==> src/rtl/lci_pkg.sv <==
// Shared types, constants and helper functions for the link-cell index unit.
// No dependencies; every other rtl file but lci_fifo refers to this package by scoped name.
package lci_pkg;

  // Field widths
  localparam int GW = 7;   // grid register width
  localparam int CW = 8;   // signed coordinate width
  localparam int IW = 19;  // linear index width
  localparam int PW = 13;  // width of grid products (gx*gy, (gx+2)*(gy+2), ...)

  // Largest grid size per axis; the widths above are sized for it
  localparam int MAX_GRID = 64;

  // Action codes
  localparam logic [1:0] ACT_T2I   = 2'd0;
  localparam logic [1:0] ACT_I2T   = 2'd1;
  localparam logic [1:0] ACT_NBR   = 2'd2;
  localparam logic [1:0] ACT_UNDEF = 2'd3;

  // Configuration register indexes
  localparam logic [1:0] REG_GRID_X = 2'd0;
  localparam logic [1:0] REG_GRID_Y = 2'd1;
  localparam logic [1:0] REG_GRID_Z = 2'd2;

  // Operation after classification
  typedef enum logic [1:0] {
    OP_T2I,
    OP_I2T,
    OP_NBR,
    OP_ERR
  } op_t;

  // Part of the cell space: local block or one of the six halo planes
  typedef enum logic [2:0] {
    RG_LOCAL,
    RG_XLO,
    RG_XHI,
    RG_YLO,
    RG_YHI,
    RG_ZLO,
    RG_ZHI
  } region_t;

  // Back-end sequencer states
  typedef enum logic [2:0] {
    ST_IDLE,
    ST_CHECK,
    ST_DIV,
    ST_T2I_A,
    ST_T2I_B,
    ST_PREP,
    ST_EMIT,
    ST_SINGLE
  } state_t;

  // Classified item travelling from front to back
  typedef struct packed {
    op_t                   op;
    region_t               rg;
    logic signed [CW-1:0]  x;
    logic signed [CW-1:0]  y;
    logic signed [CW-1:0]  z;
    logic [IW-1:0]         idx;
  } item_t;

  // One result beat
  typedef struct packed {
    logic [IW-1:0]         index;
    logic signed [CW-1:0]  x;
    logic signed [CW-1:0]  y;
    logic signed [CW-1:0]  z;
    logic                  last;
    logic                  err;
  } result_t;

  // Grid geometry derived from the configuration registers
  typedef struct packed {
    logic [GW-1:0] gx;
    logic [GW-1:0] gy;
    logic [GW-1:0] gz;
    logic [GW-1:0] gxp2;
    logic [PW-1:0] gxy;
    logic [IW-1:0] nl;     // local cell count
    logic [IW-1:0] th1;    // start of +x plane
    logic [IW-1:0] th2;    // start of -y plane
    logic [IW-1:0] th3;    // start of +y plane
    logic [IW-1:0] th4;    // start of -z plane
    logic [IW-1:0] th5;    // start of +z plane
    logic [IW-1:0] total;  // total cell count
  } geom_t;

  // First linear index of a region
  function automatic logic [IW-1:0] region_base(input geom_t g, input region_t r);
    logic [IW-1:0] b;
    unique case (r)
      RG_LOCAL: b = '0;
      RG_XLO:   b = g.nl;
      RG_XHI:   b = g.th1;
      RG_YLO:   b = g.th2;
      RG_YHI:   b = g.th3;
      RG_ZLO:   b = g.th4;
      RG_ZHI:   b = g.th5;
      default:  b = '0;
    endcase
    return b;
  endfunction

  // Periodic neighbour coordinate: n = 0, 1, 2 stands for offset -1, 0, +1
  function automatic logic [GW-1:0] wrap_step(input logic [GW-1:0] c,
                                             input logic [GW-1:0] g,
                                             input logic [1:0] n);
    logic [GW-1:0] r;
    if (n == 2'd0) begin
      r = (c == '0) ? g - GW'(1) : c - GW'(1);
    end else if (n == 2'd1) begin
      r = c;
    end else begin
      r = (c == g - GW'(1)) ? '0 : c + GW'(1);
    end
    return r;
  endfunction

endpackage

==> src/rtl/link_cell_index_unit.sv <==
// Link-cell index unit: tuple to index, index to tuple and 27-neighbour listing.
// Tuple to index passes ST_T2I_A, and ST_T2I_B as well for a local cell; index to tuple
// uses the serial divider, once for a halo index and twice for a local one.
// A neighbour item holds the back end for two divisions, six multiplier steps and
// 27 result beats, longer under result stalls. Up to 3 items wait in front.
// Reset (rst, synchronous): queues empty, grid registers 4; geometry then settles.
module link_cell_index_unit (
  input  logic                          clk,
  input  logic                          rst,
  input  logic                          push,
  output logic                          full,
  input  logic [1:0]                    action,
  input  logic signed [lci_pkg::CW-1:0] coord_x,
  input  logic signed [lci_pkg::CW-1:0] coord_y,
  input  logic signed [lci_pkg::CW-1:0] coord_z,
  input  logic [lci_pkg::IW-1:0]        box_index,
  output logic                          empty,
  input  logic                          pop,
  output logic [lci_pkg::IW-1:0]        result_index,
  output logic signed [lci_pkg::CW-1:0] result_x,
  output logic signed [lci_pkg::CW-1:0] result_y,
  output logic signed [lci_pkg::CW-1:0] result_z,
  output logic                          last,
  output logic                          error,
  input  logic                          cfg_we,
  input  logic [1:0]                    cfg_index,
  input  logic [lci_pkg::GW-1:0]        cfg_data
);

  lci_pkg::geom_t   geom;
  lci_pkg::item_t   f_item, b_item;
  logic             f_push, iq_full, iq_empty, iq_pop;
  lci_pkg::result_t res_in, res_out;
  logic             res_push, rq_full;

  lci_cfg u_cfg (
    .clk       (clk),
    .rst       (rst),
    .cfg_we    (cfg_we),
    .cfg_index (cfg_index),
    .cfg_data  (cfg_data),
    .geom      (geom)
  );

  lci_front u_front (
    .clk       (clk),
    .rst       (rst),
    .push      (push),
    .full      (full),
    .action    (action),
    .coord_x   (coord_x),
    .coord_y   (coord_y),
    .coord_z   (coord_z),
    .box_index (box_index),
    .geom      (geom),
    .q_push    (f_push),
    .q_item    (f_item),
    .q_full    (iq_full)
  );

  lci_fifo #(.WIDTH($bits(lci_pkg::item_t))) u_item_q (
    .clk   (clk),
    .rst   (rst),
    .push  (f_push),
    .din   (f_item),
    .full  (iq_full),
    .pop   (iq_pop),
    .dout  (b_item),
    .empty (iq_empty)
  );

  lci_back u_back (
    .clk      (clk),
    .rst      (rst),
    .geom     (geom),
    .q_empty  (iq_empty),
    .q_item   (b_item),
    .q_pop    (iq_pop),
    .res_push (res_push),
    .res      (res_in),
    .res_full (rq_full)
  );

  lci_fifo #(.WIDTH($bits(lci_pkg::result_t))) u_res_q (
    .clk   (clk),
    .rst   (rst),
    .push  (res_push),
    .din   (res_in),
    .full  (rq_full),
    .pop   (pop),
    .dout  (res_out),
    .empty (empty)
  );

  assign result_index = res_out.index;
  assign result_x     = res_out.x;
  assign result_y     = res_out.y;
  assign result_z     = res_out.z;
  assign last         = res_out.last;
  assign error        = res_out.err;

endmodule

==> src/rtl/lci_fifo.sv <==
// Two-entry first-in first-out buffer for one packed word.
// Depends on nothing; used for the item queue and the result queue.
module lci_fifo #(
  parameter int WIDTH = 8
) (
  input  logic             clk,
  input  logic             rst,
  input  logic             push,
  input  logic [WIDTH-1:0] din,
  output logic             full,
  input  logic             pop,
  output logic [WIDTH-1:0] dout,
  output logic             empty
);

  logic [WIDTH-1:0] mem [2];
  logic             wptr;
  logic             rptr;
  logic [1:0]       cnt;
  logic             do_push;
  logic             do_pop;

  assign full    = (cnt == 2'd2);
  assign empty   = (cnt == 2'd0);
  assign do_push = push && !full;
  assign do_pop  = pop && !empty;
  assign dout    = mem[rptr];

  // storage
  always_ff @(posedge clk) begin
    if (do_push) begin
      mem[wptr] <= din;
    end
  end

  // pointers and fill level
  always_ff @(posedge clk) begin
    if (rst) begin
      wptr <= 1'b0;
      rptr <= 1'b0;
      cnt  <= 2'd0;
    end else begin
      if (do_push) begin
        wptr <= ~wptr;
      end
      if (do_pop) begin
        rptr <= ~rptr;
      end
      cnt <= cnt + 2'(do_push) - 2'(do_pop);
    end
  end

endmodule

==> src/rtl/lci_cfg.sv <==
// Grid configuration registers and the geometry derived from them.
// Depends on lci_pkg; three register stages after a write the geometry is settled.
module lci_cfg (
  input  logic                     clk,
  input  logic                     rst,
  input  logic                     cfg_we,
  input  logic [1:0]               cfg_index,
  input  logic [lci_pkg::GW-1:0]   cfg_data,
  output lci_pkg::geom_t           geom
);

  localparam int GW = lci_pkg::GW;
  localparam int PW = lci_pkg::PW;
  localparam int IW = lci_pkg::IW;
  localparam logic [GW-1:0] MAX_V = GW'(lci_pkg::MAX_GRID);

  logic [GW-1:0] gx, gy, gz;
  logic [GW-1:0] wval;

  // stage 1
  logic [GW-1:0] gxp2;
  logic [PW-1:0] gxy, gyz, gxp2gz, gxp2gyp2;
  // stage 2
  logic [IW-1:0] nl;
  // stage 3
  logic [IW-1:0] th1, th2, th3, th4, th5, total;

  logic [2*GW-1:0] p_xy, p_yz, p_xz, p_xy2;
  logic [GW-1:0]   ax2, ay2;
  logic [IW-1:0]   gyz_w, gxz_w, gxy2_w;

  // clamp written value to 2..MAX_GRID
  always_comb begin
    if (cfg_data < GW'(2)) begin
      wval = GW'(2);
    end else if (cfg_data > MAX_V) begin
      wval = MAX_V;
    end else begin
      wval = cfg_data;
    end
  end

  // grid registers
  always_ff @(posedge clk) begin
    if (rst) begin
      gx <= GW'(4);
      gy <= GW'(4);
      gz <= GW'(4);
    end else if (cfg_we) begin
      unique case (cfg_index)
        lci_pkg::REG_GRID_X: gx <= wval;
        lci_pkg::REG_GRID_Y: gy <= wval;
        lci_pkg::REG_GRID_Z: gz <= wval;
        default: ;
      endcase
    end
  end

  // stage 1: small products
  assign ax2   = gx + GW'(2);
  assign ay2   = gy + GW'(2);
  assign p_xy  = {{GW{1'b0}}, gx} * {{GW{1'b0}}, gy};
  assign p_yz  = {{GW{1'b0}}, gy} * {{GW{1'b0}}, gz};
  assign p_xz  = {{GW{1'b0}}, ax2} * {{GW{1'b0}}, gz};
  assign p_xy2 = {{GW{1'b0}}, ax2} * {{GW{1'b0}}, ay2};

  always_ff @(posedge clk) begin
    gxp2     <= ax2;
    gxy      <= p_xy[PW-1:0];
    gyz      <= p_yz[PW-1:0];
    gxp2gz   <= p_xz[PW-1:0];
    gxp2gyp2 <= p_xy2[PW-1:0];
  end

  // stage 2: local cell count
  always_ff @(posedge clk) begin
    nl <= {{(IW-PW){1'b0}}, gxy} * {{(IW-GW){1'b0}}, gz};
  end

  // stage 3: region boundaries
  assign gyz_w  = {{(IW-PW){1'b0}}, gyz};
  assign gxz_w  = {{(IW-PW){1'b0}}, gxp2gz};
  assign gxy2_w = {{(IW-PW){1'b0}}, gxp2gyp2};

  always_ff @(posedge clk) begin
    th1   <= nl + gyz_w;
    th2   <= nl + (gyz_w << 1);
    th3   <= nl + (gyz_w << 1) + gxz_w;
    th4   <= nl + (gyz_w << 1) + (gxz_w << 1);
    th5   <= nl + (gyz_w << 1) + (gxz_w << 1) + gxy2_w;
    total <= nl + (gyz_w << 1) + (gxz_w << 1) + (gxy2_w << 1);
  end

  always_comb begin
    geom.gx    = gx;
    geom.gy    = gy;
    geom.gz    = gz;
    geom.gxp2  = gxp2;
    geom.gxy   = gxy;
    geom.nl    = nl;
    geom.th1   = th1;
    geom.th2   = th2;
    geom.th3   = th3;
    geom.th4   = th4;
    geom.th5   = th5;
    geom.total = total;
  end

endmodule

==> src/rtl/lci_front.sv <==
// Front end: takes input beats, range-checks coordinates and picks op and region.
// Depends on lci_pkg; hands classified items to the item queue.
module lci_front (
  input  logic                         clk,
  input  logic                         rst,
  input  logic                         push,
  output logic                         full,
  input  logic [1:0]                   action,
  input  logic signed [lci_pkg::CW-1:0] coord_x,
  input  logic signed [lci_pkg::CW-1:0] coord_y,
  input  logic signed [lci_pkg::CW-1:0] coord_z,
  input  logic [lci_pkg::IW-1:0]       box_index,
  input  lci_pkg::geom_t               geom,
  output logic                         q_push,
  output lci_pkg::item_t               q_item,
  input  logic                         q_full
);

  localparam int CW = lci_pkg::CW;

  logic             fv;
  lci_pkg::item_t   cls;
  logic             accept;
  logic             in_range;
  logic signed [CW-1:0] sgx, sgy, sgz;

  // -1..g, compared as signed values
  function automatic logic in_span(input logic signed [CW-1:0] c,
                                   input logic signed [CW-1:0] g);
    return (c >= $signed(-CW'(1))) && (c <= g);
  endfunction

  assign sgx = $signed({1'b0, geom.gx});
  assign sgy = $signed({1'b0, geom.gy});
  assign sgz = $signed({1'b0, geom.gz});

  assign full   = fv && q_full;
  assign accept = push && !full;
  assign q_push = fv && !q_full;

  // classify
  always_comb begin
    in_range = in_span(coord_x, sgx) && in_span(coord_y, sgy) && in_span(coord_z, sgz);
    cls.x    = coord_x;
    cls.y    = coord_y;
    cls.z    = coord_z;
    cls.idx  = box_index;
    unique case (action)
      lci_pkg::ACT_T2I: cls.op = in_range ? lci_pkg::OP_T2I : lci_pkg::OP_ERR;
      lci_pkg::ACT_I2T: cls.op = lci_pkg::OP_I2T;
      lci_pkg::ACT_NBR: cls.op = lci_pkg::OP_NBR;
      default:          cls.op = lci_pkg::OP_ERR;
    endcase
    // halo planes take precedence z, then y, then x
    priority if (coord_z == sgz) begin
      cls.rg = lci_pkg::RG_ZHI;
    end else if (coord_z == -CW'(1)) begin
      cls.rg = lci_pkg::RG_ZLO;
    end else if (coord_y == sgy) begin
      cls.rg = lci_pkg::RG_YHI;
    end else if (coord_y == -CW'(1)) begin
      cls.rg = lci_pkg::RG_YLO;
    end else if (coord_x == sgx) begin
      cls.rg = lci_pkg::RG_XHI;
    end else if (coord_x == -CW'(1)) begin
      cls.rg = lci_pkg::RG_XLO;
    end else begin
      cls.rg = lci_pkg::RG_LOCAL;
    end
  end

  // stage register
  always_ff @(posedge clk) begin
    if (accept) begin
      q_item <= cls;
    end
  end

  always_ff @(posedge clk) begin
    if (rst) begin
      fv <= 1'b0;
    end else if (accept) begin
      fv <= 1'b1;
    end else if (q_push) begin
      fv <= 1'b0;
    end
  end

endmodule

==> src/rtl/lci_back.sv <==
// Back end: sequencer with a shared multiplier and a serial divider that turns
// classified items into result beats. Depends on lci_pkg.
module lci_back (
  input  logic               clk,
  input  logic               rst,
  input  lci_pkg::geom_t     geom,
  input  logic               q_empty,
  input  lci_pkg::item_t     q_item,
  output logic               q_pop,
  output logic               res_push,
  output lci_pkg::result_t   res,
  input  logic               res_full
);

  localparam int GW = lci_pkg::GW;
  localparam int CW = lci_pkg::CW;
  localparam int IW = lci_pkg::IW;
  localparam int PW = lci_pkg::PW;
  localparam int MW = PW + GW;
  localparam logic [4:0] DIV_LAST = 5'(IW - 1);

  lci_pkg::state_t  state, state_next;
  lci_pkg::item_t   it;
  lci_pkg::region_t rg, rg_c;

  logic [IW-1:0]         acc;
  logic signed [CW-1:0]  ox, oy, oz;
  logic                  oerr;
  logic [GW-1:0]         div_rem, div_d, rem_n;
  logic [IW-1:0]         div_q, q_fin;
  logic [4:0]            div_cnt;
  logic                  div_second;
  logic [GW:0]           trial;
  logic                  ge;
  logic                  div_done;
  logic                  chk_err;

  logic [2:0]            pc;
  logic [2:0]            pcm3;
  logic [1:0]            psel;
  logic [IW-1:0]         py [3];
  logic [IW-1:0]         pz [3];
  logic [1:0]            ni, nj, nk;
  logic                  nlast;
  logic [GW-1:0]         wx, wy_s, wz_s;
  logic [IW-1:0]         li;

  logic [PW-1:0]         mul_a;
  logic [GW-1:0]         mul_b;
  logic [MW-1:0]         mul_p;
  logic [GW-1:0]         m1, a1, add1;
  logic signed [CW-1:0]  xp1, yp1;

  // shared multiplier
  assign xp1 = it.x + CW'(1);
  assign yp1 = it.y + CW'(1);

  always_comb begin
    unique case (rg)
      lci_pkg::RG_LOCAL: begin m1 = geom.gx;   a1 = it.y[GW-1:0]; add1 = it.x[GW-1:0]; end
      lci_pkg::RG_XLO,
      lci_pkg::RG_XHI:   begin m1 = geom.gy;   a1 = it.z[GW-1:0]; add1 = it.y[GW-1:0]; end
      lci_pkg::RG_YLO,
      lci_pkg::RG_YHI:   begin m1 = geom.gxp2; a1 = it.z[GW-1:0]; add1 = xp1[GW-1:0]; end
      default:           begin m1 = geom.gxp2; a1 = yp1[GW-1:0];  add1 = xp1[GW-1:0]; end
    endcase
  end

  assign pcm3 = pc - 3'd3;
  assign psel = (pc < 3'd3) ? pc[1:0] : pcm3[1:0];
  assign wy_s = lci_pkg::wrap_step(oy[GW-1:0], geom.gy, psel);
  assign wz_s = lci_pkg::wrap_step(oz[GW-1:0], geom.gz, psel);

  always_comb begin
    unique case (state)
      lci_pkg::ST_T2I_A: begin mul_a = {{(PW-GW){1'b0}}, m1}; mul_b = a1; end
      lci_pkg::ST_T2I_B: begin mul_a = geom.gxy; mul_b = it.z[GW-1:0]; end
      lci_pkg::ST_PREP: begin
        if (pc < 3'd3) begin
          mul_a = {{(PW-GW){1'b0}}, geom.gx};
          mul_b = wy_s;
        end else begin
          mul_a = geom.gxy;
          mul_b = wz_s;
        end
      end
      default: begin mul_a = '0; mul_b = '0; end
    endcase
  end

  assign mul_p = {{GW{1'b0}}, mul_a} * {{PW{1'b0}}, mul_b};

  // serial divider, one quotient bit a cycle
  assign trial    = {div_rem, div_q[IW-1]};
  assign ge       = (trial >= {1'b0, div_d});
  assign rem_n    = ge ? GW'(trial - {1'b0, div_d}) : trial[GW-1:0];
  assign q_fin    = {div_q[IW-2:0], ge};
  assign div_done = (state == lci_pkg::ST_DIV) && (div_cnt == DIV_LAST);

  // region of a linear index
  always_comb begin
    priority if (it.idx < geom.nl) begin
      rg_c = lci_pkg::RG_LOCAL;
    end else if (it.idx < geom.th1) begin
      rg_c = lci_pkg::RG_XLO;
    end else if (it.idx < geom.th2) begin
      rg_c = lci_pkg::RG_XHI;
    end else if (it.idx < geom.th3) begin
      rg_c = lci_pkg::RG_YLO;
    end else if (it.idx < geom.th4) begin
      rg_c = lci_pkg::RG_YHI;
    end else if (it.idx < geom.th5) begin
      rg_c = lci_pkg::RG_ZLO;
    end else begin
      rg_c = lci_pkg::RG_ZHI;
    end
    chk_err = (it.op == lci_pkg::OP_I2T) ? (it.idx >= geom.total) : (it.idx >= geom.nl);
  end

  // neighbour index
  assign wx    = lci_pkg::wrap_step(ox[GW-1:0], geom.gx, ni);
  assign li    = {{(IW-GW){1'b0}}, wx} + py[nj] + pz[nk];
  assign nlast = (ni == 2'd2) && (nj == 2'd2) && (nk == 2'd2);

  // result beat
  always_comb begin
    res_push = ((state == lci_pkg::ST_SINGLE) || (state == lci_pkg::ST_EMIT)) && !res_full;
    if (state == lci_pkg::ST_EMIT) begin
      res.index = li;
      res.x     = '0;
      res.y     = '0;
      res.z     = '0;
      res.last  = nlast;
      res.err   = 1'b0;
    end else begin
      res.index = acc;
      res.x     = ox;
      res.y     = oy;
      res.z     = oz;
      res.last  = 1'b1;
      res.err   = oerr;
    end
  end

  assign q_pop = (state == lci_pkg::ST_IDLE) && !q_empty;

  // next state
  always_comb begin
    state_next = state;
    unique case (state)
      lci_pkg::ST_IDLE: begin
        if (q_pop) begin
          unique case (q_item.op)
            lci_pkg::OP_ERR: state_next = lci_pkg::ST_SINGLE;
            lci_pkg::OP_T2I: state_next = lci_pkg::ST_T2I_A;
            default:         state_next = lci_pkg::ST_CHECK;
          endcase
        end
      end
      lci_pkg::ST_CHECK: state_next = chk_err ? lci_pkg::ST_SINGLE : lci_pkg::ST_DIV;
      lci_pkg::ST_DIV: begin
        if (div_done && !(rg == lci_pkg::RG_LOCAL && !div_second)) begin
          state_next = (it.op == lci_pkg::OP_I2T) ? lci_pkg::ST_SINGLE : lci_pkg::ST_PREP;
        end
      end
      lci_pkg::ST_T2I_A:
        state_next = (rg == lci_pkg::RG_LOCAL) ? lci_pkg::ST_T2I_B : lci_pkg::ST_SINGLE;
      lci_pkg::ST_T2I_B: state_next = lci_pkg::ST_SINGLE;
      lci_pkg::ST_PREP:  if (pc == 3'd5) state_next = lci_pkg::ST_EMIT;
      lci_pkg::ST_EMIT:  if (res_push && nlast) state_next = lci_pkg::ST_IDLE;
      lci_pkg::ST_SINGLE: if (res_push) state_next = lci_pkg::ST_IDLE;
      default: state_next = lci_pkg::ST_IDLE;
    endcase
  end

  always_ff @(posedge clk) begin
    if (rst) begin
      state <= lci_pkg::ST_IDLE;
    end else begin
      state <= state_next;
    end
  end

  // datapath
  always_ff @(posedge clk) begin
    unique case (state)
      lci_pkg::ST_IDLE: begin
        if (q_pop) begin
          it   <= q_item;
          rg   <= q_item.rg;
          acc  <= '0;
          ox   <= '0;
          oy   <= '0;
          oz   <= '0;
          oerr <= (q_item.op == lci_pkg::OP_ERR);
        end
      end
      lci_pkg::ST_CHECK: begin
        if (chk_err) begin
          oerr <= 1'b1;
        end else begin
          rg         <= rg_c;
          div_q      <= it.idx - lci_pkg::region_base(geom, rg_c);
          div_rem    <= '0;
          div_cnt    <= '0;
          div_second <= 1'b0;
          unique case (rg_c)
            lci_pkg::RG_LOCAL:               div_d <= geom.gx;
            lci_pkg::RG_XLO, lci_pkg::RG_XHI: div_d <= geom.gy;
            default:                         div_d <= geom.gxp2;
          endcase
        end
      end
      lci_pkg::ST_DIV: begin
        div_q   <= q_fin;
        div_rem <= rem_n;
        div_cnt <= div_cnt + 5'd1;
        pc      <= '0;
        if (div_done) begin
          unique case (rg)
            lci_pkg::RG_LOCAL: begin
              if (!div_second) begin
                ox         <= $signed({1'b0, rem_n});
                div_rem    <= '0;
                div_d      <= geom.gy;
                div_cnt    <= '0;
                div_second <= 1'b1;
              end else begin
                oy <= $signed({1'b0, rem_n});
                oz <= $signed(q_fin[CW-1:0]);
              end
            end
            lci_pkg::RG_XLO, lci_pkg::RG_XHI: begin
              ox <= (rg == lci_pkg::RG_XLO) ? -CW'(1) : $signed({1'b0, geom.gx});
              oy <= $signed({1'b0, rem_n});
              oz <= $signed(q_fin[CW-1:0]);
            end
            lci_pkg::RG_YLO, lci_pkg::RG_YHI: begin
              oy <= (rg == lci_pkg::RG_YLO) ? -CW'(1) : $signed({1'b0, geom.gy});
              ox <= $signed({1'b0, rem_n}) - CW'(1);
              oz <= $signed(q_fin[CW-1:0]);
            end
            default: begin
              oz <= (rg == lci_pkg::RG_ZLO) ? -CW'(1) : $signed({1'b0, geom.gz});
              ox <= $signed({1'b0, rem_n}) - CW'(1);
              oy <= $signed(q_fin[CW-1:0]) - CW'(1);
            end
          endcase
        end
      end
      lci_pkg::ST_T2I_A: acc <= lci_pkg::region_base(geom, rg)
                                + {{(IW-GW){1'b0}}, add1} + mul_p[IW-1:0];
      lci_pkg::ST_T2I_B: acc <= acc + mul_p[IW-1:0];
      lci_pkg::ST_PREP: begin
        if (pc < 3'd3) begin
          py[psel] <= mul_p[IW-1:0];
        end else begin
          pz[psel] <= mul_p[IW-1:0];
        end
        pc <= pc + 3'd1;
        ni <= '0;
        nj <= '0;
        nk <= '0;
      end
      lci_pkg::ST_EMIT: begin
        if (res_push) begin
          if (nk == 2'd2) begin
            nk <= '0;
            if (nj == 2'd2) begin
              nj <= '0;
              ni <= ni + 2'd1;
            end else begin
              nj <= nj + 2'd1;
            end
          end else begin
            nk <= nk + 2'd1;
          end
        end
      end
      default: ;
    endcase
  end

`ifndef SYNTHESIS
  // never write into a full result queue
  assert property (@(posedge clk) disable iff (rst) res_push |-> !res_full)
    else $error("result beat pushed into full queue");

  // the final neighbour beat ends the item
  assert property (@(posedge clk) disable iff (rst)
    (state == lci_pkg::ST_EMIT && res_push && nlast) |=> state == lci_pkg::ST_IDLE)
    else $error("sequencer did not return to idle after last neighbour");

  // an error beat is always the only one of its item
  assert property (@(posedge clk) disable iff (rst) (res_push && res.err) |-> res.last)
    else $error("error beat without last");

  // divider remainder stays below the divisor
  assert property (@(posedge clk) disable iff (rst)
    (state == lci_pkg::ST_DIV && div_cnt != 5'd0) |-> (div_rem < div_d))
    else $error("divider remainder out of range");
`endif

endmodule
==> config.mk <==
export PLATFORM = sky130hd
export DESIGN_NAME = link_cell_index_unit
export DESIGN_NICKNAME = d
export VERILOG_FILES = /design/src/rtl/lci_pkg.sv /design/src/rtl/link_cell_index_unit.sv /design/src/rtl/lci_fifo.sv /design/src/rtl/lci_cfg.sv /design/src/rtl/lci_front.sv /design/src/rtl/lci_back.sv
export SDC_FILE = /design/constraint.sdc
export NUM_CORES = 2
export LEC_CHECK = 0
export BUFFER_PORTS_ARGS = -buffer_cell sky130_fd_sc_hd__clkbuf_2
export CORE_MARGIN = 4
export CORE_UTILIZATION = 45
export CTS_BUF_LIST = sky130_fd_sc_hd__clkbuf_2
export DETAILED_ROUTE_END_ITERATION = 8
export PLACE_DENSITY_LB_ADDON = 0.1
export REMOVE_ABC_BUFFERS = 1
export SETUP_SLACK_MARGIN = 0.4
export SLEW_MARGIN = 20
export SYNTH_ARGS = -nofsm -noshare
export SYNTH_HDL_FRONTEND = slang
export SYNTH_SLANG_ARGS = --single-unit
==> constraint.sdc <==
create_clock -name clk -period 9.1 [get_ports clk]
set_input_delay 1.82 -clock clk [delete_from_list [all_inputs] [get_ports clk]]
set_output_delay 1.82 -clock clk [all_outputs]
set_load 0.1 [all_outputs]
==> Word-level counts from Yosys, hierarchy flattened <==
Memories as Yosys holds them, arrays and structs flattened. A register that Yosys moved wholly into a read port is not among the register bits.
Cells that the tools add are included.
{ "word_totals": {"ff_bits": 410, "ram_bits": 300, "n_memories": 4, "output_inout_bits": 47, "wordCells": 376} }
{ "mem_list": {"columns": ["name", "depth", "width", "read_ports", "rd_ports_with_merged_regs", "wr", "line_no", "rtl"], "rows": [
  ["u_item_q.mem", 2, 48, 1, 1, 1, "lci_fifo.sv:16", "logic [WIDTH-1:0] mem [2];"],
  ["u_res_q.mem", 2, 45, 1, 1, 1, "lci_fifo.sv:16", null],
  ["u_back.py", 3, 19, 1, 1, 1, "lci_back.sv:41", "logic [IW-1:0] py [3];"],
  ["u_back.pz", 3, 19, 1, 1, 1, "lci_back.sv:42", "logic [IW-1:0] pz [3];"]
]} }
{ "op_classes": {"mul": 6, "bitwise": 4, "n_reduce_logical": 69, "order_cmp": 18, "n_mux": 129, "eq_ne": 58, "addsub": 38} }
{ "ops": {"columns": ["op", "count"], "rows": [
  ["19-bit one-hot mux with 6 select lines", 2],
  ["7-bit two-way mux", 24],
  ["19-bit less-than comparator", 6],
  ["19-bit two-way mux", 5],
  ["7-bit one-hot mux with 2 select lines", 6],
  ["8-bit two-way mux", 10],
  ["8-bit one-hot mux with 2 select lines", 5],
  ["19-bit by 13-bit adder with 19-bit output", 3],
  ["19-bit by 14-bit adder with 19-bit output", 3],
  ["19-bit adder", 3],
  ["19-bit one-hot mux with 3 select lines", 1],
  ["7-bit by 7-bit multiplier with 13-bit output", 4],
  ["3-bit two-way mux", 15],
  ["45-bit two-way mux", 1],
  ["7-bit by 1-bit subtractor with 7-bit output, second input constant", 6],
  ["13-bit one-hot mux with 3 select lines", 1],
  ["19-bit greater-or-equal comparator", 2],
  ["13-bit by 7-bit multiplier with 19-bit output", 2],
  ["19-bit one-hot mux with 2 select lines", 1],
  ["2-bit two-way mux", 17],
  ["3-bit equality test, second input constant", 11],
  ["7-bit by 2-bit adder with 7-bit output, second input constant", 4],
  ["8-bit by 1-bit equality test with 1-bit output, second input constant", 3],
  ["8-bit equality test", 3],
  ["other kinds (56)", 184]
]} }

==> Logic depth before layout (Yosys ltp) <==
{ "logic_depth": {"word_depth": 14, "ltp_mapped": 39} }

==> Hierarchy <==
From an unflattened synthesis, not the netlist that was laid out.
{ "hier_totals": {"hier_cells": 5122, "area_unflattened_um2": 51662.0} }
{ "by_module_without_submodules": {"columns": ["mod", "area_each_um2", "instances", "seq_area_each_um2", "cells_each"], "rows": [
  ["lci_back", 24662.4, 1, 7677.4, 2708],
  ["lci_cfg", 17638.2, 1, 4204.0, 1916],
  ["lci_fifo (u_item_q)", 3697.3, 1, 2982.9, 176],
  ["lci_fifo (u_res_q)", 3478.3, 1, 2802.7, 167],
  ["lci_front", 2185.8, 1, 1461.4, 155]
]} }

==> Least setup slack after synthesis <==
OpenSTA, ideal clock, no wires.
{ "synth_path": {"kind": "reg-to-reg", "start": "register u_cfg.gy[0]", "end": "register u_back.acc[18], data pin", "arrival_ns": 8.397, "setup_ns": 0.271, "period_less_slack_ns": 8.668, "setup_slack_ns": 0.432, "path_stages_with_launch": 35, "cell_sequence": "dfxtp_1 clkbuf_1 inv_1 clkbuf_1 ha_1 xnor2_2 xnor2_1 or4_1 or4_4 or2_1 nand2_1 nor2_1 a2111oi_2 buf_2 nand2b_1 fa_1 fa_1 inv_1 fa_1 fa_1 ha_1 a21o_1 a21oi_1 o21ai_1 o41ai_1 o21bai_1 a21oi_1 xnor2_1 ha_1 ha_1 nand3_1 o31ai_1 a31oi_1 xnor2_1 o22ai_1"} }
{ "synth_via": {"elab_chain_cells": 10, "word_cells_on_any_way": 14, "classes_between": "add/sub: 3; mul: 1; eq/ne: 1; mux: 9"} }
{ "synth_lines": {"columns": ["item", "line_no", "rtl"], "rows": [
  ["start, declared", "lci_cfg.sv:17", "logic [GW-1:0] gx, gy, gz;"],
  ["start signal, assigned", "lci_cfg.sv:52", "lci_pkg::REG_GRID_Y: gy <= wval;"],
  ["7-bit by 1-bit subtractor with 7-bit output", "lci_pkg.sv:114, lci_pkg.sv:118", null],
  ["7-bit equality test", "lci_pkg.sv:118", "r = (c == g - GW'(1)) ? '0 : c + GW'(1);"],
  ["7-bit two-way mux", "lci_pkg.sv:118", null],
  ["7-bit two-way mux", "lci_pkg.sv:115", "end else if (n == 2'd1) begin"],
  ["7-bit two-way mux", "lci_pkg.sv:113", "if (n == 2'd0) begin"],
  ["7-bit two-way mux", "lci_back.sv:79", "if (pc < 3'd3) begin"],
  ["7-bit one-hot mux with 3 select lines", "lci_back.sv:75", "unique case (state)"],
  ["13-bit by 7-bit multiplier with 19-bit output *", "lci_back.sv:91", "assign mul_p = {{GW{1'b0}}, mul_a} * {{PW{1'b0}}, mul_b};"],
  ["net u_back.mul_p[15]", "lci_back.sv:50", "logic [MW-1:0] mul_p;"],
  ["19-bit adder (on tied branches)", "lci_back.sv:253, lci_back.sv:252", null],
  ["19-bit one-hot mux with 3 select lines *", "lci_back.sv:186", "unique case (state)"],
  ["end signal, assigned", "lci_back.sv:251", "lci_pkg::ST_T2I_A: acc <= lci_pkg::region_base(geom, rg)"],
  ["end signal, assigned", "lci_back.sv:253", "lci_pkg::ST_T2I_B: acc <= acc + mul_p[IW-1:0];"],
  ["end, declared", "lci_back.sv:26", "logic [IW-1:0] acc;"]
]} }
Mark *: on every way through the listed nets, which the timed path passes. The rest lies on a longest branch.
A chain may end at the register's enable or synchronous reset.

==> Worst setup path in the final report <==
{ "layout_path": {"start": "register u_cfg.gy[0]", "end": "register u_back.acc[16], data pin"} }
Same word-level chain as after synthesis.

==> summary.txt <==
Min path
  • Type of the tightest min-delay check: flop to flop

Die
  • Core ar.: 110700 um2
  • Die Span X: 342.0 um
  • Die H: 342.0 um
  • # rows: 122
  • Num ports: 106
  • Full die area: 117000 um2
  • Initial cell density of the core: 45.37%

Run
  • Maximum Capacitance Violations: 0

Clock network
  • Cts bufs inserted: 187
  • CTS Hold Buffers Added: 0
  • CTS max path bufs: 3
  • Root Driver: clkbuf_2
  • Clock transition at path regs: 0.10 ns
  • Clock tree sinks: 704
  • Worst-Skew Late Latency: 1.47 ns
  • Total number of H-tree levels: 4
  • CTS tree: built

Route
  • DR WL/cell: 21.83 um
  • Final ANT Viol Nets: 0
  • First DRT Iteration DRCs: 3042
  • DR DRC count: 0
  • Aggregate routed wire length: 149400 um
  • Initial DRT Pass Iterations: 8
  • Vias: 37.72k
  • Vias per std cell: 5.511

Critical path
  • CP max stage delay: 0.54 ns
  • Arrival @ worst endpoint: 9.56 ns
  • CP Class: flop to flop
  • Crit Path Max Fanout: 6
  • Crit end category: flop
  • CP required: 10.25 ns
  • Startpoint Class: flop
  • Slowest CP cell: or4_4

Timing
  • RSZ-0062 raised after global routing: yes
  • Endpoints failing setup: 0
  • Setup TNS: 0 ns
  • Tcrit/Tclk final: 92.42%
  • Clk_skew: 0.08670 ns
  • Final Hold Viols: 0
  • FMAX: 0.1189 GHz
  • Pins Over Slew Limit: 0
  • Worst slew pin tran: 1.259 ns
  • Tmin final: 8.410 ns
  • Slew HR: 15.99%

Finish
  • Layout Nets: 6033
  • Final Util: 49.94%
  • Layout cells sized above 1: 14.16%
  • Layout area overhead: 10.07%
  • Non-filler instance count after layout: 6844
  • Post-layout instance area: 55270 um2

Place
  • Final GP Congestion: 0.9400
  • Cell Area, Placed: 52940 um2
  • Placed cells: 6478
  • I/O Buffers: 105
  • DP HPWL: 114200 um

Global route
  • Total gr overflow: 0
  • Initial antenna violation count: 3
  • Largest net degree at the start of global routing: 56
  • Gr usage total: 25.28%
  • Vias in the first global route: 36.25k
  • First-pass GRT wire length: 224700 um

Synth
  • Gate count after technology mapping: 4942
  • Seq cells post-synth: 704
  • Fraction of registers with async set/reset: 0%
  • Synth unique cells: 92
  • Post-synth EDFFs: 476
  • Sequential-to-total area share from yosys stat: 37.56%
  • Syn Area/Cell: 10.16 um2
  • Prevailing post-synth register cell: edfxtp_1
  • Mapped Area: 50210 um2
  • YS warnings: 0

Power
  • Clock power share: 18.2%
  • Share of total power in combinational logic: 46.1%
  • Reg power frac: 35.7%
  • Psw: 5.621 mW
  • Pwr dens: 228.6 nW/um2
  • Worst-case vdd ir drop: 141.6 uV
  • Int Pwr: 7.011 mW
  • LEAKAGE: 24.15 nW
  • Sw Ratio: 44.50%

Status
  • Status: finished clean
## Yosys cell counts (22+ instances only)
cell | n | area, um2
a211oi_1 | 31 | 232.7
a21o_1 | 68 | 510.5
a21oi_1 | 228 | 1141
a222oi_1 | 41 | 410.4
a22oi_1 | 75 | 563.0
a31oi_1 | 22 | 137.6
and2_1 | 108 | 675.7
and3_1 | 30 | 187.7
clkbuf_1 | 158 | 593.1
dfxtp_1 | 228 | 4564
edfxtp_1 | 476 | 14290
fa_1 | 223 | 4464
ha_1 | 551 | 6894
inv_1 | 496 | 1862
mux2_2 | 98 | 1104
mux2i_1 | 70 | 700.7
nand2_1 | 414 | 1554
nand2b_1 | 43 | 269.0
nand3_1 | 101 | 505.5
nand4_1 | 34 | 212.7
nor2_1 | 357 | 1340
nor2b_1 | 60 | 375.4
nor3_1 | 68 | 340.3
nor3b_1 | 22 | 165.2
o21a_1 | 37 | 277.8
o21ai_0 | 195 | 975.9
o21ai_1 | 26 | 130.1
o21bai_1 | 30 | 225.2
xnor2_1 | 215 | 1883
xor2_1 | 102 | 893.4
## sequential cells by signal, indices dropped and copies added, names as in the netlist, 42 cells and up, named ones only
register        flops
u_front.q_item     45
u_item_q.mem       90
u_back.pz          57
u_res_q.mem        90
u_back.it          42
u_back.py          57
## per-layer routing
layer / share of wire [%] / vias to the layer above / GRT usage (%)
met2: 44 / 1254 / 39.23
li1: - / 18022 / -
met4: 2.8 / 0 / 7.738
met5: 0 / - / 0
met3: 6.1 / 256 / 4.136
met1: 47 / 18184 / 36.36
## path summary, 6_finish.rpt
check | from | endpoint | slack, ns | depth (start not counted)
worst max register to register | u_cfg.gy[0] | u_back.acc[16] | 0.69 | 36
worst max-delay path | u_cfg.gy[0] | u_back.acc[16] | 0.69 | 36
worst min register to register | u_front.q_item[20] | u_item_q.mem[0][20] | 0.43 | 0
worst min-delay path | u_front.q_item[20] | u_item_q.mem[0][20] | 0.43 | 0
## what timing repair did
| item | CTS | global route |
|---|---|---|
| resized for setup | 12 | 48 |
| pin swaps | 2 | 18 |
| buffers inserted | 4 | 17 |
| setup endpoints to repair | 7 | 8 |
## logic make-up (layout without fill, tap and decap cells)
kind of cell | Yosys count | count (layout) | synth area share, %
AND/OR/NAND/NOR | 1349 | 1349 | 12.83
AO/OA/AOI/OAI | 924 | 924 | 12.16
adder cells (fa/ha/maj) | 774 | 774 | 22.62
flip-flops | 704 | 704 | 37.56
buffers and inverters | 695 | 1107 | 5.248
XOR/XNOR | 328 | 328 | 5.998
multiplexers | 168 | 168 | 3.593
other | 0 | 2 | 0
## power groups by stage
stage | registers (mW) | clock network (mW) | logic, mW
detailed placement | 4.58 | 0 | 5.69
global placement | 4.57 | 0 | 5.65
finish | 4.51 | 2.29 | 5.83
floorplan | 4.46 | 0 | 3.93
global route | 4.56 | 2.55 | 6.36
CTS | 4.51 | 2.39 | 5.74
## layout by cell type, fill, tap and decap left out, drive strengths merged, types with 31 or more instances in the layout
master | synthesis | final
ha | 551 | 551
inv | 504 | 511
edfxtp | 476 | 476
nand2 | 414 | 414
clkbuf | 158 | 378
nor2 | 357 | 357
dfxtp | 228 | 228
a21oi | 228 | 228
fa | 223 | 223
o21ai | 221 | 221
xnor2 | 217 | 217
buf | 29 | 151
and2 | 108 | 108
xor2 | 102 | 102
nand3 | 101 | 101
mux2 | 98 | 98
a22oi | 75 | 75
nor3 | 71 | 71
mux2i | 70 | 70
a21o | 68 | 68
nor2b | 60 | 60
clkinv | 4 | 60
nand2b | 43 | 43
a222oi | 41 | 41
o21a | 37 | 37
nand4 | 34 | 34
a211oi | 31 | 31
## metrics by stage
step                setup WS [ns]  hold WS [ns]  power (mW)
floorplan                 0.03610        0.4141       8.395
global placement           0.2257        0.4216       10.23
detailed placement        0.07608        0.4302       10.27
CTS                        0.4247        0.2670       12.63
global route               0.3108        0.3850       13.47
finish                     0.6896        0.4334       12.63
## worst max-delay path: cells and delay by family, from the launching register on
kind                     cells  cell delay (ns)
AO/OA/AOI/OAI                6             0.77
XOR/XNOR                     4             0.66
flip-flops                   1             0.39
AND/OR/NAND/NOR             11             2.58
adder cells (fa/ha/maj)      8             2.96
buffers and inverters        7             0.73
## final cells by class
class,count,area [um2]
well taps,1488,1862
diodes,2,5.005
clock inverters,70,386.6
clock buffers,273,1366
repair buffers,256,1663
flip-flops and latches,704,18860
multi-input cells,3543,29210
fillers,10383,55400
inverters,508,1908
Power figures use the tool's default switching activity.
